File: src/rtl/swm_pkg.sv
// Shared types and constants for the sliding window maximum filter.
`timescale 1ns / 1ps
`default_nettype none

package swm_pkg;

  localparam int unsigned SAMPLE_W       = 32;
  localparam int unsigned CFG_W          = 7;
  localparam int unsigned AGE_W          = 7;
  localparam int unsigned WINDOW_MAX_DEF = 64;
  localparam logic [CFG_W-1:0] WINDOW_RESET = 7'd3;

  // One entry of the candidate queue.
  typedef struct packed {
    logic                       valid;
    logic signed [SAMPLE_W-1:0] value;
    logic [AGE_W-1:0]           age;
  } cand_t;

  // Broadcast from the sequencer to every cell.
  typedef struct packed {
    logic                       step;   // a sample word is taken in this cycle
    logic                       clear;  // sample starts a new sequence
    logic                       shift;  // head expires: move the queue down one place
    logic signed [SAMPLE_W-1:0] sample;
  } cell_ctrl_t;

endpackage

`default_nettype wire

File: src/rtl/swm_cell.sv
// One place of the candidate queue: holds a value and its age.
`timescale 1ns / 1ps
`default_nettype none

module swm_cell (
  input  wire                 clk_i,
  input  wire                 rst_ni,
  input  swm_pkg::cell_ctrl_t ctrl_i,
  input  swm_pkg::cand_t      right_i,       // neighbor toward the tail
  input  wire                 right_keep_i,
  input  wire                 prev_keep_i,   // place ahead survives (head: always)
  output logic                keep_o,
  output swm_pkg::cand_t      cand_o,
  output swm_pkg::cand_t      cand_d_o
);

  logic                                valid_q;
  logic signed [swm_pkg::SAMPLE_W-1:0] value_q;
  logic [swm_pkg::AGE_W-1:0]           age_q;
  swm_pkg::cand_t                      own;
  swm_pkg::cand_t                      src;
  logic                                src_keep;
  swm_pkg::cand_t                      cand_d;

  assign own.valid = valid_q;
  assign own.value = value_q;
  assign own.age   = age_q;
  assign cand_o    = own;
  assign cand_d_o  = cand_d;

  // Drop entries dominated by the incoming sample, or all on a new sequence.
  assign keep_o = valid_q &&
                  (!ctrl_i.step || (!ctrl_i.clear && (value_q > ctrl_i.sample)));

  always_comb begin
    src      = ctrl_i.shift ? right_i : own;
    src_keep = ctrl_i.shift ? right_keep_i : keep_o;
    cand_d   = src;
    if (src_keep) begin
      cand_d.valid = 1'b1;
      cand_d.age   = src.age + swm_pkg::AGE_W'(ctrl_i.step);
    end else if (ctrl_i.step && prev_keep_i) begin
      // first free place after the survivors takes the new sample
      cand_d.valid = 1'b1;
      cand_d.value = ctrl_i.sample;
      cand_d.age   = '0;
    end else begin
      cand_d.valid = 1'b0;
    end
  end

  always_ff @(posedge clk_i or negedge rst_ni) begin
    if (!rst_ni) begin
      valid_q <= 1'b0;
    end else begin
      valid_q <= cand_d.valid;
    end
  end

  always_ff @(posedge clk_i) begin
    value_q <= cand_d.value;
    age_q   <= cand_d.age;
  end

endmodule

`default_nettype wire

File: config.mk
export PLATFORM = sky130hd
export DESIGN_NAME = swm_cell
export DESIGN_NICKNAME = d
export VERILOG_FILES = /design/src/rtl/swm_pkg.sv /design/src/rtl/swm_cell.sv
export SDC_FILE = /design/constraint.sdc
export NUM_CORES = 1
export LEC_CHECK = 0
export BUFFER_PORTS_ARGS = -buffer_cell sky130_fd_sc_hd__buf_2
export CAP_MARGIN = 20
export CORE_MARGIN = 2
export CORE_UTILIZATION = 32
export CTS_BUF_LIST = sky130_fd_sc_hd__clkbuf_8
export DETAILED_ROUTE_END_ITERATION = 7
export MAX_ROUTING_LAYER = met4
export PLACE_DENSITY = 0.59
export SYNTH_ARGS = -nofsm -noshare
export SYNTH_HDL_FRONTEND = slang
export SYNTH_SLANG_ARGS = --single-unit
File: constraint.sdc
create_clock -name clk_i -period 2.6 [get_ports clk_i]
set_input_delay 0.26 -clock clk_i [delete_from_list [all_inputs] [get_ports clk_i]]
set_output_delay 0.26 -clock clk_i [all_outputs]
set_load 0.005 [all_outputs]
Word-level counts from Yosys, hierarchy flattened
Cells that the tools add are included.

Bits in registers: 40. Output and inout port bits: 81. Memories: 0. RAM bits: 0. Bits in latches: 0. ROM bits: 0.

Multipliers: 0. Div/mod/pow operators: 0. Add/sub/neg operators: 1. Bitwise operators: 0. Shift-type cells: 0. Eq/ne operators: 0. Multiplexer cells: 7. Reduce and logical (&&, ||, !) cells: 6. Order comparisons: 1.

Operators with widths (count): 39-bit 2-to-1 mux (2); 32-bit greater-than comparator (1); 32-bit 2-to-1 mux (1); 7-bit by 1-bit adder with 7-bit output (1); 7-bit 2-to-1 mux (1); 1-bit logical AND (3); 1-bit 2-to-1 mux (3); 1-bit logical NOT (2); 1-bit logical OR (1).

Logic depth before layout (Yosys ltp)
Gate-level depths: netlist (run 1).

Depth in word-level cells: 6. Mapped depth: 11.

Least setup slack after synthesis (run 1)
OpenSTA, ideal clock, no wires.

Path type: register to output. Start point: register value_q[14] (netlist name). End point: output port cand_d_o[10] (netlist name). Path buffers: 1. Setup slack: -0.136 ns. Data arrival time: 2.476 ns. Stages on the path, launching flop included: 10. Cells stage by stage: dfxtp_1 ha_1 a21oi_1 nand2_1 a221o_1 o31a_1 o41ai_4 nand4_4 buf_6 a21oi_2.

RTL lines: start, declared (line swm_cell.sv:18) `logic signed [swm_pkg::SAMPLE_W-1:0] value_q;`; start signal, assigned (line swm_cell.sv:61) `value_q <= cand_d.value;`; end, declared (line swm_cell.sv:14) `output swm_pkg::cand_t cand_d_o`.

==> reports/metrics.json, run 1 <==
{
  "outcome": {
    "outcome": "complete, but fails checks",
    "violations_in_the_final_reports": "negative setup slack"
  },
  "critical_path": {
    "reg2reg_to": "value_q[21]",
    "critical_path_required_ns": 2.34,
    "timing.critical_path.buf_inv": 5,
    "worst_r2r_startpoint": "value_q[31]",
    "critical-path-slowest-cell": "dfxtp_1",
    "worstSetupEndpointType": "output pin",
    "crit_path_max_fanout": 8,
    "worst_path_most_repeated_cell": "buf_4",
    "max_stage_delay_ns": 0.35,
    "worst_path_cell_chain": "ha_4 -> nand4_1 -> nor4_4 -> buf_4 -> a31oi_2 -> and3b_1 -> o41ai_4 -> buf_4 -> nand4_4 -> buf_12 -> clkbuf_16 -> a21oi_2 -> buf_2",
    "timing.critical_path.from_type": "flop",
    "r2r_cells": 14,
    "r2r_slack_ns": -0.14,
    "worstPathArrival_ns": 2.95,
    "critPathTopFamily": "simple AND/OR/NAND/NOR gates",
    "worst-setup-path-type": "flop to output pin"
  },
  "pwr": {
    "finalPower_mw": 2.46,
    "power.ir.vdd_worst_mv": 0.261,
    "power.leakage_nw": 2.55,
    "cellPowerDensity_mw_per_mm2": 487
  },
  "sta": {
    "maxSlewHeadroom": 0.433,
    "setup_total_negative_slack_ns": -23.46,
    "rsz_0062_raised_after_global_routing": "true",
    "final.min_clock_period_ns": 3.21,
    "final.period_utilization": 1.23,
    "final.setup_skew_ns": 0.0111,
    "hold_violations": 0,
    "fin_ws_ns": -0.609,
    "worst_max_slew_pin_slew_ns": 0.850,
    "fmaxAchievable_mhz": 312,
    "final-setup-viol-count": 65,
    "final_max_slew_viol_count": 0
  },
  "global_routing": {
    "grt_start_max_net_pins": 33,
    "globalRouteOverflowTotal": 0,
    "via_count_of_the_first_global_routing_pass": 2956,
    "grt_antenna_before_repair": 0,
    "grt_pass1_wl_mm": 13.1,
    "global_route.usage.total": 0.166
  },
  "detailed_routing": {
    "routedWlPerCell_um": 13.7,
    "vias": 3136,
    "drt_pass_1_iters": 4,
    "antenna_violating_nets_post_route": 0,
    "routed_wirelength_mm": 9.14,
    "iteration_0_drc_count_of_the_detailed_router": 22,
    "drt-vias-per-instance": 4.69,
    "drt_drc_violations_left": 0
  },
  "place": {
    "gp_routability_congestion": 0.756,
    "placed_area_mm2": 0.00430,
    "place_hpwl_mm": 6.36,
    "buffer_ports.inserted": 158
  },
  "yosys": {
    "synth_seq_area_share": 0.282,
    "yosys_warnings": 0,
    "avgSynthCellArea_um2": 9.07,
    "netlist_instances": 315,
    "synth_ff_type": "dfxtp_1",
    "ys_seq_elements": 40,
    "count_of_flip_flops_with_a_built_in_enable_after_synthesis": 0,
    "ys_async_sr_fraction": 0.0250,
    "synth_cell_type_count": 39,
    "synth.cell_area_mm2": 0.00286,
    "postSynthNetCount": 428
  },
  "floorplan": {
    "die-area_mm2": 0.00970,
    "floorplan.initialDensity": 0.329,
    "fp-row-count": 34,
    "design.core.area_mm2": 0.00868,
    "die_x_um": 98.5,
    "die_height_um": 98.5,
    "ioPinCount": 160
  },
  "min_path": {
    "worstHoldStart": "ctrl_i[8]",
    "hold-path-endpoint": "value_q[8]",
    "min_delay_path_depth": 3,
    "hold_path.class": "primary input to flop"
  },
  "clock_network": {
    "cts_root_buffer": "clkbuf_8",
    "insertion_delay_ns": 0.30,
    "h_tree_depth_reported_by_cts": 2,
    "cts_tree": "done",
    "cts.reportedPaths.clkPinSlew_ns": 0.08,
    "cts_sinks": 40,
    "cts_buffers": 5,
    "cts-root-to-sink-buffers": 2
  },
  "cells_and_area": {
    "synthToLayoutAreaGrowth_pct": 76.9,
    "antenna_cells": 0,
    "final_area_mm2": 0.00506,
    "finish.net_count": 673,
    "final_layout_size_suffix_gt1_frac": 0.640
  },
  "flow_run": {
    "cap_viol_max_count": 0
  }
}
[logic make-up (layout without fill, tap and decap cells)]
group,count (synthesis),after routing,synth area share
multiplexers,36,36,0.127
AO/OA/AOI/OAI,78,78,0.204
flip-flops,40,40,0.282
AND/OR/NAND/NOR,82,82,0.162
buffers and inverters,45,291,0.0762
adder cells (fa/ha/maj),34,34,0.149
[where the power goes]
part | switching, mW | internal, mW | leakage [nW]
registers | 0.0736 | 0.719 | 0.340
clock network | 0.233 | 0.239 | 0.0557
logic | 0.539 | 0.660 | 2.15
[stage by stage]
step	std cells	utilization	hold slack, ns	worst slack (ns)
after floorplan	315	-	-0.0356	0.0285
after global placement	640	0.496	0.0376	-0.340
after detailed placement	640	0.496	0.0389	-0.400
after CTS	659	0.530	0.227	-0.536
after global routing	669	0.583	0.243	-0.785
final	669	0.583	0.236	-0.609
[repair_timing]
action | 4_1_cts | 5_1_grt
endpoints found under the hold margin | 1 | 0
gates resized for setup | 37 | 51
gates cloned | 0 | 6
hold buffers | 1 | 0
setup buffers | 10 | 8
pin swaps | 7 | 15
endpoints found under the setup margin | 49 | 81
[placed cells by master, fill, tap and decap left out, types with 3 or more instances in the layout]
master and instances:
buf_2 157, buf_4 72, inv_1 34, mux2i_1 34
dfxtp_1 33, a21oi_2 24, ha_1 23, nor2_4 16
a21oi_1 15, nor2_2 13, buf_6 13, o21ai_2 11
ha_4 11, nand2_1 10, nor2_1 10, a21oi_4 9
clkbuf_8 7, nand4_1 6, nor2b_1 6, nand3_1 5
dfxtp_2 5, clkbuf_16 4, and2_1 3, buf_12 3
[layer usage]
| metal | vias to the layer above | global-route usage | part of all wire |
|---|---|---|---|
| met3 | 8 | 0.0340 | 0.053 |
| met5 | - | - | 0 |
| met4 | 0 | 0.0327 | 0.010 |
| met2 | 96 | 0.285 | 0.51 |
| met1 | 1427 | 0.203 | 0.43 |
| li1 | 1605 | - | - |
[worst min-delay path: stages]
cell	delay (ns)
buf_2	0.09
nor2_2	0.04
a21oi_2	0.10
[flip-flops by register name, indices dropped and copies added (netlist names)]
name and cells:
age_q 7, value_q 32, valid_q 1
[cell type report]
type	count	area (µm²)
Fill cell	794	3620
Multi-Input combinational cell	230	2240
Timing Repair Buffer	250	1640
Sequential cell	40	816
Tap cell	108	135
Inverter	33	124
Clock buffer	7	96.3
Clock inverter	1	3.75
[worst max-delay path by stage]
stage,from,endpoint,cells past startpoint
6_report,value_q[31],cand_d_o[22],13
5_1_grt,value_q[31],cand_d_o[28],14
4_1_cts,value_q[14],cand_d_o[11],12
3_5_place_dp,ctrl_i[14],cand_d_o[3],11
3_3_place_gp,ctrl_i[5],cand_d_o[30],12
2_1_floorplan,value_q[14],cand_d_o[11],10
[synth_stat cells (11+ instances only)]
cell / count / area [µm²]
nand2_1: 13 / 48.8
o21ai_0: 14 / 70.1
nor2_1: 11 / 41.3
a21oi_2: 32 / 280
nor2_2: 28 / 175
a21oi_1: 16 / 80.1
dfxtp_1: 39 / 781
inv_1: 33 / 124
mux2i_1: 34 / 340
ha_1: 34 / 425
Power figures use the tool's default switching activity.
==> run 2, diff against run 1 <==
--- a/config.mk
+++ b/config.mk
@@ -5,14 +5,15 @@
 export SDC_FILE = /design/constraint.sdc
 export NUM_CORES = 1
 export LEC_CHECK = 0
-export BUFFER_PORTS_ARGS = -buffer_cell sky130_fd_sc_hd__buf_2
 export CAP_MARGIN = 20
 export CORE_MARGIN = 2
 export CORE_UTILIZATION = 32
 export CTS_BUF_LIST = sky130_fd_sc_hd__clkbuf_8
 export DETAILED_ROUTE_END_ITERATION = 7
+export DONT_BUFFER_PORTS = 1
 export MAX_ROUTING_LAYER = met4
-export PLACE_DENSITY = 0.59
+export PLACE_DENSITY = 0.43
+export SETUP_SLACK_MARGIN = 0.1
 export SYNTH_ARGS = -nofsm -noshare
 export SYNTH_HDL_FRONTEND = slang
 export SYNTH_SLANG_ARGS = --single-unit
==> run 2 against run 1 <==
The flow still finishes with violations (negative setup slack); hold slack got worse by 0.091 ns; total power decreased by 19%; via count decreased by 24%; cell area decreased by 27%; global-route usage decreased by 1.0 points; die area unchanged; final cell count decreased by 28%; sequential share of layout area increased by 6.0 points; clock-buffer cell count decreased by 2; critical path type unchanged; largest power group unchanged; highest routed layer unchanged.
==> reports/metrics.json, run 2 (synthesis gave the netlist of run 1 again) <==
{
  "outcome": {
    "outcome": "complete, but fails checks",
    "violations_in_the_final_reports": "negative setup slack"
  },
  "min_path": {
    "hold-path-endpoint": "value_q[4]",
    "hold_path.class": "primary input to flop",
    "worstHoldStart": "ctrl_i[4]",
    "min_delay_path_depth": 2
  },
  "sta": {
    "final.period_utilization": 1.18,
    "rsz_0062_raised_after_global_routing": "true",
    "fin_ws_ns": -0.459,
    "final_max_slew_viol_count": 0,
    "final.setup_skew_ns": 0.00609,
    "worst_max_slew_pin_slew_ns": 0.660,
    "final.min_clock_period_ns": 3.06,
    "final-setup-viol-count": 47,
    "hold_violations": 0,
    "fmaxAchievable_mhz": 327,
    "maxSlewHeadroom": 0.560
  },
  "critical_path": {
    "worst_path_cell_chain": "ha_4 -> a21oi_2 -> o21ai_1 -> a221o_1 -> o31a_1 -> o41ai_4 -> buf_4 -> nand3_4 -> o21ai_2 -> buf_4",
    "crit_path_max_fanout": 7,
    "worst_r2r_startpoint": "value_q[5]",
    "worstPathArrival_ns": 2.80,
    "timing.critical_path.from_type": "flop",
    "critical-path-slowest-cell": "o41ai_4",
    "timing.critical_path.buf_inv": 2,
    "worstSetupEndpointType": "output pin",
    "critical_path_required_ns": 2.34,
    "max_stage_delay_ns": 0.42,
    "critPathTopFamily": "compound AO/OA/AOI/OAI gates",
    "r2r_cells": 11,
    "worst-setup-path-type": "flop to output pin",
    "reg2reg_to": "value_q[21]",
    "worst_path_most_repeated_cell": "buf_4",
    "r2r_slack_ns": -0.08
  },
  "place": {
    "numPlacedInstances": 471,
    "place_hpwl_mm": 5.92,
    "buffer_ports.inserted": 0,
    "gp_routability_congestion": 0.730
  },
  "global_routing": {
    "global_route.usage.total": 0.155,
    "via_count_of_the_first_global_routing_pass": 2419,
    "grt_pass1_wl_mm": 11.9,
    "globalRouteOverflowTotal": 0,
    "grt_start_max_net_pins": 49,
    "grt_antenna_before_repair": 0
  },
  "cells_and_area": {
    "filler_cell_count": 877,
    "synthToLayoutAreaGrowth_pct": 28.4,
    "final_core_utilization": 0.423,
    "mostFrequentLayoutCells": "56 x buf_4, 35 x inv_1, 35 x dfxtp_1, 34 x mux2i_1, 33 x a21oi_2",
    "regs_by_ff_count": "value_q: 32 flops, age_q: 7 flops, valid_q: 1 flops",
    "antenna_cells": 0,
    "finish.net_count": 485,
    "regMostFlops": "value_q",
    "final_layout_size_suffix_gt1_frac": 0.434,
    "final-instance-count-excl-fill": 481,
    "max_reg_flops": 32,
    "multi_input_comb_area_mm2": 0.00201,
    "most_common_library_cell_in_the_layout_ignoring_fill_and_taps": "buf_4",
    "layout.area.seq_um2": 811
  },
  "floorplan": {
    "die-area_mm2": 0.00970,
    "fp-row-count": 34,
    "ioPinCount": 160,
    "floorplan.initialDensity": 0.329,
    "design.core.area_mm2": 0.00868,
    "die_height_um": 98.5,
    "die_x_um": 98.5
  },
  "detailed_routing": {
    "iteration_0_drc_count_of_the_detailed_router": 47,
    "routedWlPerCell_um": 15.4,
    "drt_drc_violations_left": 0,
    "drt_pass_1_iters": 4,
    "routed_wirelength_mm": 7.43,
    "vias": 2391,
    "drt-vias-per-instance": 4.97,
    "antenna_violating_nets_post_route": 0
  },
  "clock_network": {
    "cts_sinks": 40,
    "h_tree_depth_reported_by_cts": 2,
    "cts_root_buffer": "clkbuf_8",
    "cts-root-to-sink-buffers": 2,
    "cts_buffers": 5,
    "cts.reportedPaths.clkPinSlew_ns": 0.08,
    "insertion_delay_ns": 0.29,
    "cts_tree": "done"
  },
  "pwr": {
    "power.ir.vdd_worst_mv": 0.225,
    "cellPowerDensity_mw_per_mm2": 546,
    "power.leakage_nw": 1.70
  },
  "flow_run": {
    "cap_viol_max_count": 0
  }
}
==> run 2: cell types whose count changed in the layout (fill, tap and decap cells not counted), moves of 8 or more <==
cell,before,now
buf_2,157,0
buf_4,72,56
nor2_2,13,28
nor2_4,16,1
buf_6,13,3
a21oi_2,24,33
a21oi_4,9,1
==> run 2: power breakdown <==
group	internal, mW	switching (mW)	total (mW)
Sequential	0.718	0.0678	0.785
Clock	0.181	0.222	0.403
Combinational	0.414	0.402	0.816
==> run 2: final cells by class <==
class,instances,share of cell area
well taps,108,0.0368
clock inverters,3,0.00341
flip-flops and latches,40,0.221
multi-input cells,230,0.549
repair buffers,62,0.137
inverters,33,0.0338
clock buffers,5,0.0188
==> run 2: through the flow <==
step / setup TNS, ns / setup slack, ns / power [mW] / hold slack, ns / area (µm²)
after floorplan: 0 / 0.0450 / 1.28 / -0.0356 / 2940
after global placement: -6.57 / -0.280 / 1.56 / -0.0356 / 3450
after detailed placement: -6.00 / -0.281 / 1.57 / -0.0356 / 3450
after CTS: -16.98 / -0.476 / 2.03 / 0.130 / 3620
after global routing: -26.26 / -0.641 / 2.17 / 0.121 / 3670
final: -15.89 / -0.459 / 2.00 / 0.146 / 3670
==> run 2: worst max-delay path by stage <==
stage | depth (start not counted) | end | startpoint
finish | 10 | cand_d_o[3] | value_q[5]
global route | 10 | cand_d_o[3] | value_q[14]
CTS | 11 | cand_d_o[12] | value_q[14]
detailed placement | 11 | cand_d_o[3] | ctrl_i[14]
global placement | 12 | cand_d_o[3] | value_q[14]
floorplan | 10 | cand_d_o[11] | value_q[14]
==> run 2: what timing repair did <==
item,in CTS,in global routing
pin swaps,3,7
endpoints found under the setup margin,81,81
buffers inserted,1,0
resized for setup,26,14
hold buffers,1,0
hold endpoints to repair,1,0
==> run 2: per-layer routing <==
layer | global-route usage | vias to the layer above | part of all wire
met5 | - | - | 0
met1 | 0.196 | 1066 | 0.44
met3 | 0.0390 | 6 | 0.079
met4 | 0.0348 | 0 | 0.0054
li1 | - | 1228 | -
met2 | 0.252 | 91 | 0.48
==> run 3, diff against run 2 <==
--- a/config.mk
+++ b/config.mk
@@ -5,14 +5,14 @@
 export SDC_FILE = /design/constraint.sdc
 export NUM_CORES = 1
 export LEC_CHECK = 0
+export BUFFER_PORTS_ARGS = -buffer_cell sky130_fd_sc_hd__buf_2
 export CAP_MARGIN = 20
 export CORE_MARGIN = 2
 export CORE_UTILIZATION = 32
 export CTS_BUF_LIST = sky130_fd_sc_hd__clkbuf_8
 export DETAILED_ROUTE_END_ITERATION = 7
-export DONT_BUFFER_PORTS = 1
 export MAX_ROUTING_LAYER = met4
-export PLACE_DENSITY = 0.43
+export PLACE_DENSITY = 0.59
 export SETUP_SLACK_MARGIN = 0.1
 export SYNTH_ARGS = -nofsm -noshare
 export SYNTH_HDL_FRONTEND = slang
==> run 3 against run 2 <==
The flow still finishes with violations (negative setup slack); register-to-register slack worse by 0.06 ns; flip-flop and latch count stayed put; worst setup slack worse by 0.12 ns; wire length is 16% higher; via count is 30% higher; clock power is 8.7% higher; cell area is 36% higher; sequential share of layout area is 5.7 points lower; maximum frequency is 3.9% lower; total power is 20% higher; sequential power is 0.9% higher; critical endpoint is now cand_d_o[23]; largest power group unchanged.
==> reports/metrics.json, run 3 (synthesis gave the netlist of run 1 again) <==
{
  "cells_and_area": {
    "most_common_library_cell_in_the_layout_ignoring_fill_and_taps": "buf_2",
    "max_reg_flops": 32,
    "layout.area.seq_um2": 818,
    "filler_cell_count": 822,
    "final-instance-count-excl-fill": 670,
    "multi_input_comb_area_mm2": 0.00219,
    "antenna_cells": 0,
    "final_area_mm2": 0.00500,
    "finish.net_count": 674,
    "final_layout_size_suffix_gt1_frac": 0.653,
    "synthToLayoutAreaGrowth_pct": 74.9,
    "regs_by_ff_count": "value_q: 32 flops, age_q: 7 flops, valid_q: 1 flops",
    "mostFrequentLayoutCells": "157 x buf_2, 76 x buf_4, 34 x mux2i_1, 33 x inv_1",
    "regMostFlops": "value_q"
  },
  "min_path": {
    "hold_path.class": "primary input to flop",
    "hold-path-endpoint": "value_q[5]",
    "min_delay_path_depth": 3,
    "worstHoldStart": "ctrl_i[5]"
  },
  "sta": {
    "hold_violations": 0,
    "fin_ws_ns": -0.583,
    "final.setup_skew_ns": 0.00807,
    "worst_max_slew_pin_slew_ns": 0.585,
    "final_max_slew_viol_count": 0,
    "rsz_0062_raised_after_global_routing": "true",
    "maxSlewHeadroom": 0.610,
    "final-setup-viol-count": 48,
    "setup_total_negative_slack_ns": -21.32,
    "fmaxAchievable_mhz": 314,
    "final.min_clock_period_ns": 3.18,
    "final.period_utilization": 1.22
  },
  "critical_path": {
    "worstPathArrival_ns": 2.92,
    "critical-path-slowest-cell": "o41ai_4",
    "critical_path_depth": 12,
    "reg2reg_to": "value_q[18]",
    "timing.critical_path.buf_inv": 3,
    "r2r_cells": 12,
    "worst_path_cell_chain": "ha_4 -> a21oi_2 -> nand2_1 -> a221o_1 -> o31a_1 -> o41ai_4 -> nand4_4 -> buf_12 -> buf_16 -> nor2_4 -> a21oi_4 -> buf_2",
    "critical_path_required_ns": 2.34,
    "max_stage_delay_ns": 0.41,
    "worstSetupEndpointType": "output pin",
    "worst_r2r_startpoint": "value_q[14]",
    "critPathTopFamily": "compound AO/OA/AOI/OAI gates",
    "r2r_slack_ns": -0.14,
    "worst-setup-path-type": "flop to output pin",
    "timing.critical_path.from_type": "flop",
    "crit_path_max_fanout": 8
  },
  "clock_network": {
    "cts_tree": "done",
    "insertion_delay_ns": 0.29,
    "cts_root_buffer": "clkbuf_8",
    "cts-root-to-sink-buffers": 2,
    "cts_sinks": 40,
    "cts.reportedPaths.clkPinSlew_ns": 0.08,
    "cts_buffers": 5,
    "h_tree_depth_reported_by_cts": 2
  },
  "floorplan": {
    "die-area_mm2": 0.00970,
    "floorplan.initialDensity": 0.329,
    "ioPinCount": 160,
    "die_x_um": 98.5,
    "die_height_um": 98.5,
    "fp-row-count": 34,
    "design.core.area_mm2": 0.00868
  },
  "place": {
    "buffer_ports.inserted": 158,
    "placed_area_mm2": 0.00438,
    "gp_routability_congestion": 0.738,
    "numPlacedInstances": 648,
    "place_hpwl_mm": 6.56
  },
  "flow_run": {
    "cap_viol_max_count": 0
  },
  "global_routing": {
    "grt_antenna_before_repair": 0,
    "globalRouteOverflowTotal": 0,
    "grt_start_max_net_pins": 31,
    "grt_pass1_wl_mm": 13.8,
    "via_count_of_the_first_global_routing_pass": 3053,
    "global_route.usage.total": 0.174
  },
  "detailed_routing": {
    "drt_drc_violations_left": 0,
    "antenna_violating_nets_post_route": 0,
    "iteration_0_drc_count_of_the_detailed_router": 41,
    "routedWlPerCell_um": 12.9,
    "routed_wirelength_mm": 8.64,
    "vias": 3118,
    "drt_pass_1_iters": 4,
    "drt-vias-per-instance": 4.65
  },
  "pwr": {
    "power.leakage_nw": 2.52,
    "power.ir.vdd_worst_mv": 0.375,
    "finalPower_mw": 2.41,
    "cellPowerDensity_mw_per_mm2": 481
  },
  "outcome": {
    "violations_in_the_final_reports": "negative setup slack",
    "outcome": "complete, but fails checks"
  }
}
==> run 3: cell types whose count changed in the layout (fill, tap and decap cells not counted), sizes merged <==
cell,delta
inv,-2
buf,+189
clkinv,+1
clkbuf,+1
==> run 3: final cells by class <==
type	count	area share
Clock buffer	6	0.0165
Clock inverter	2	0.00200
Inverter	33	0.0248
Sequential cell	40	0.164
Tap cell	108	0.0270
Timing Repair Buffer	251	0.327
Multi-Input combinational cell	230	0.439
==> run 3: worst max-delay path by stage <==
stage	start	end	slack (ns)
floorplan	value_q[14]	cand_d_o[11]	0.04
global placement	ctrl_i[15]	cand_d_o[28]	-0.42
detailed placement	ctrl_i[14]	cand_d_o[29]	-0.44
CTS	value_q[14]	cand_d_o[36]	-0.59
global route	value_q[8]	cand_d_o[25]	-0.76
finish	value_q[14]	cand_d_o[23]	-0.58
==> run 3: worst register-to-register path, cell delays in order (launching register included) <==
cell     delay (ns)
dfxtp_2        0.36
ha_4           0.21
a21oi_2        0.12
nand2_1        0.07
a221o_1        0.36
o31a_1         0.29
o41ai_4        0.41
nand4_4        0.21
buf_12         0.20
buf_16         0.15
nor2_4         0.10
a21oi_2        0.04
buf_4          0.13
==> run 3: timing repair <==
item,in CTS,in global routing
setup buffers,4,9
resized for setup,54,27
pin swaps,11,8
endpoints found under the setup margin,81,81
cloned,3,0
hold endpoints to repair,1,0
hold buffers,1,0
==> run 3: stage by stage <==
stage	worst slack, ns	utilization	hold WS [ns]
after floorplan	0.0450	-	-0.0356
after global placement	-0.419	0.505	0.0365
after detailed placement	-0.441	0.505	0.0359
after CTS	-0.591	0.553	0.236
after global routing	-0.760	0.576	0.245
final	-0.583	0.576	0.245
==> run 3: per-layer routing <==
metal | GRT usage | part of all wire
met1 | 0.215 | 0.43
met2 | 0.305 | 0.50
met3 | 0.0319 | 0.060
met4 | 0.0221 | 0.0078
met5 | - | 0
==> run 3: power breakdown <==
part           leakage, nW  total, mW  internal (mW)  switching, mW
combinational         2.13       1.18          0.649          0.526
sequential           0.340      0.792          0.721         0.0714
clock               0.0510      0.438          0.212          0.226
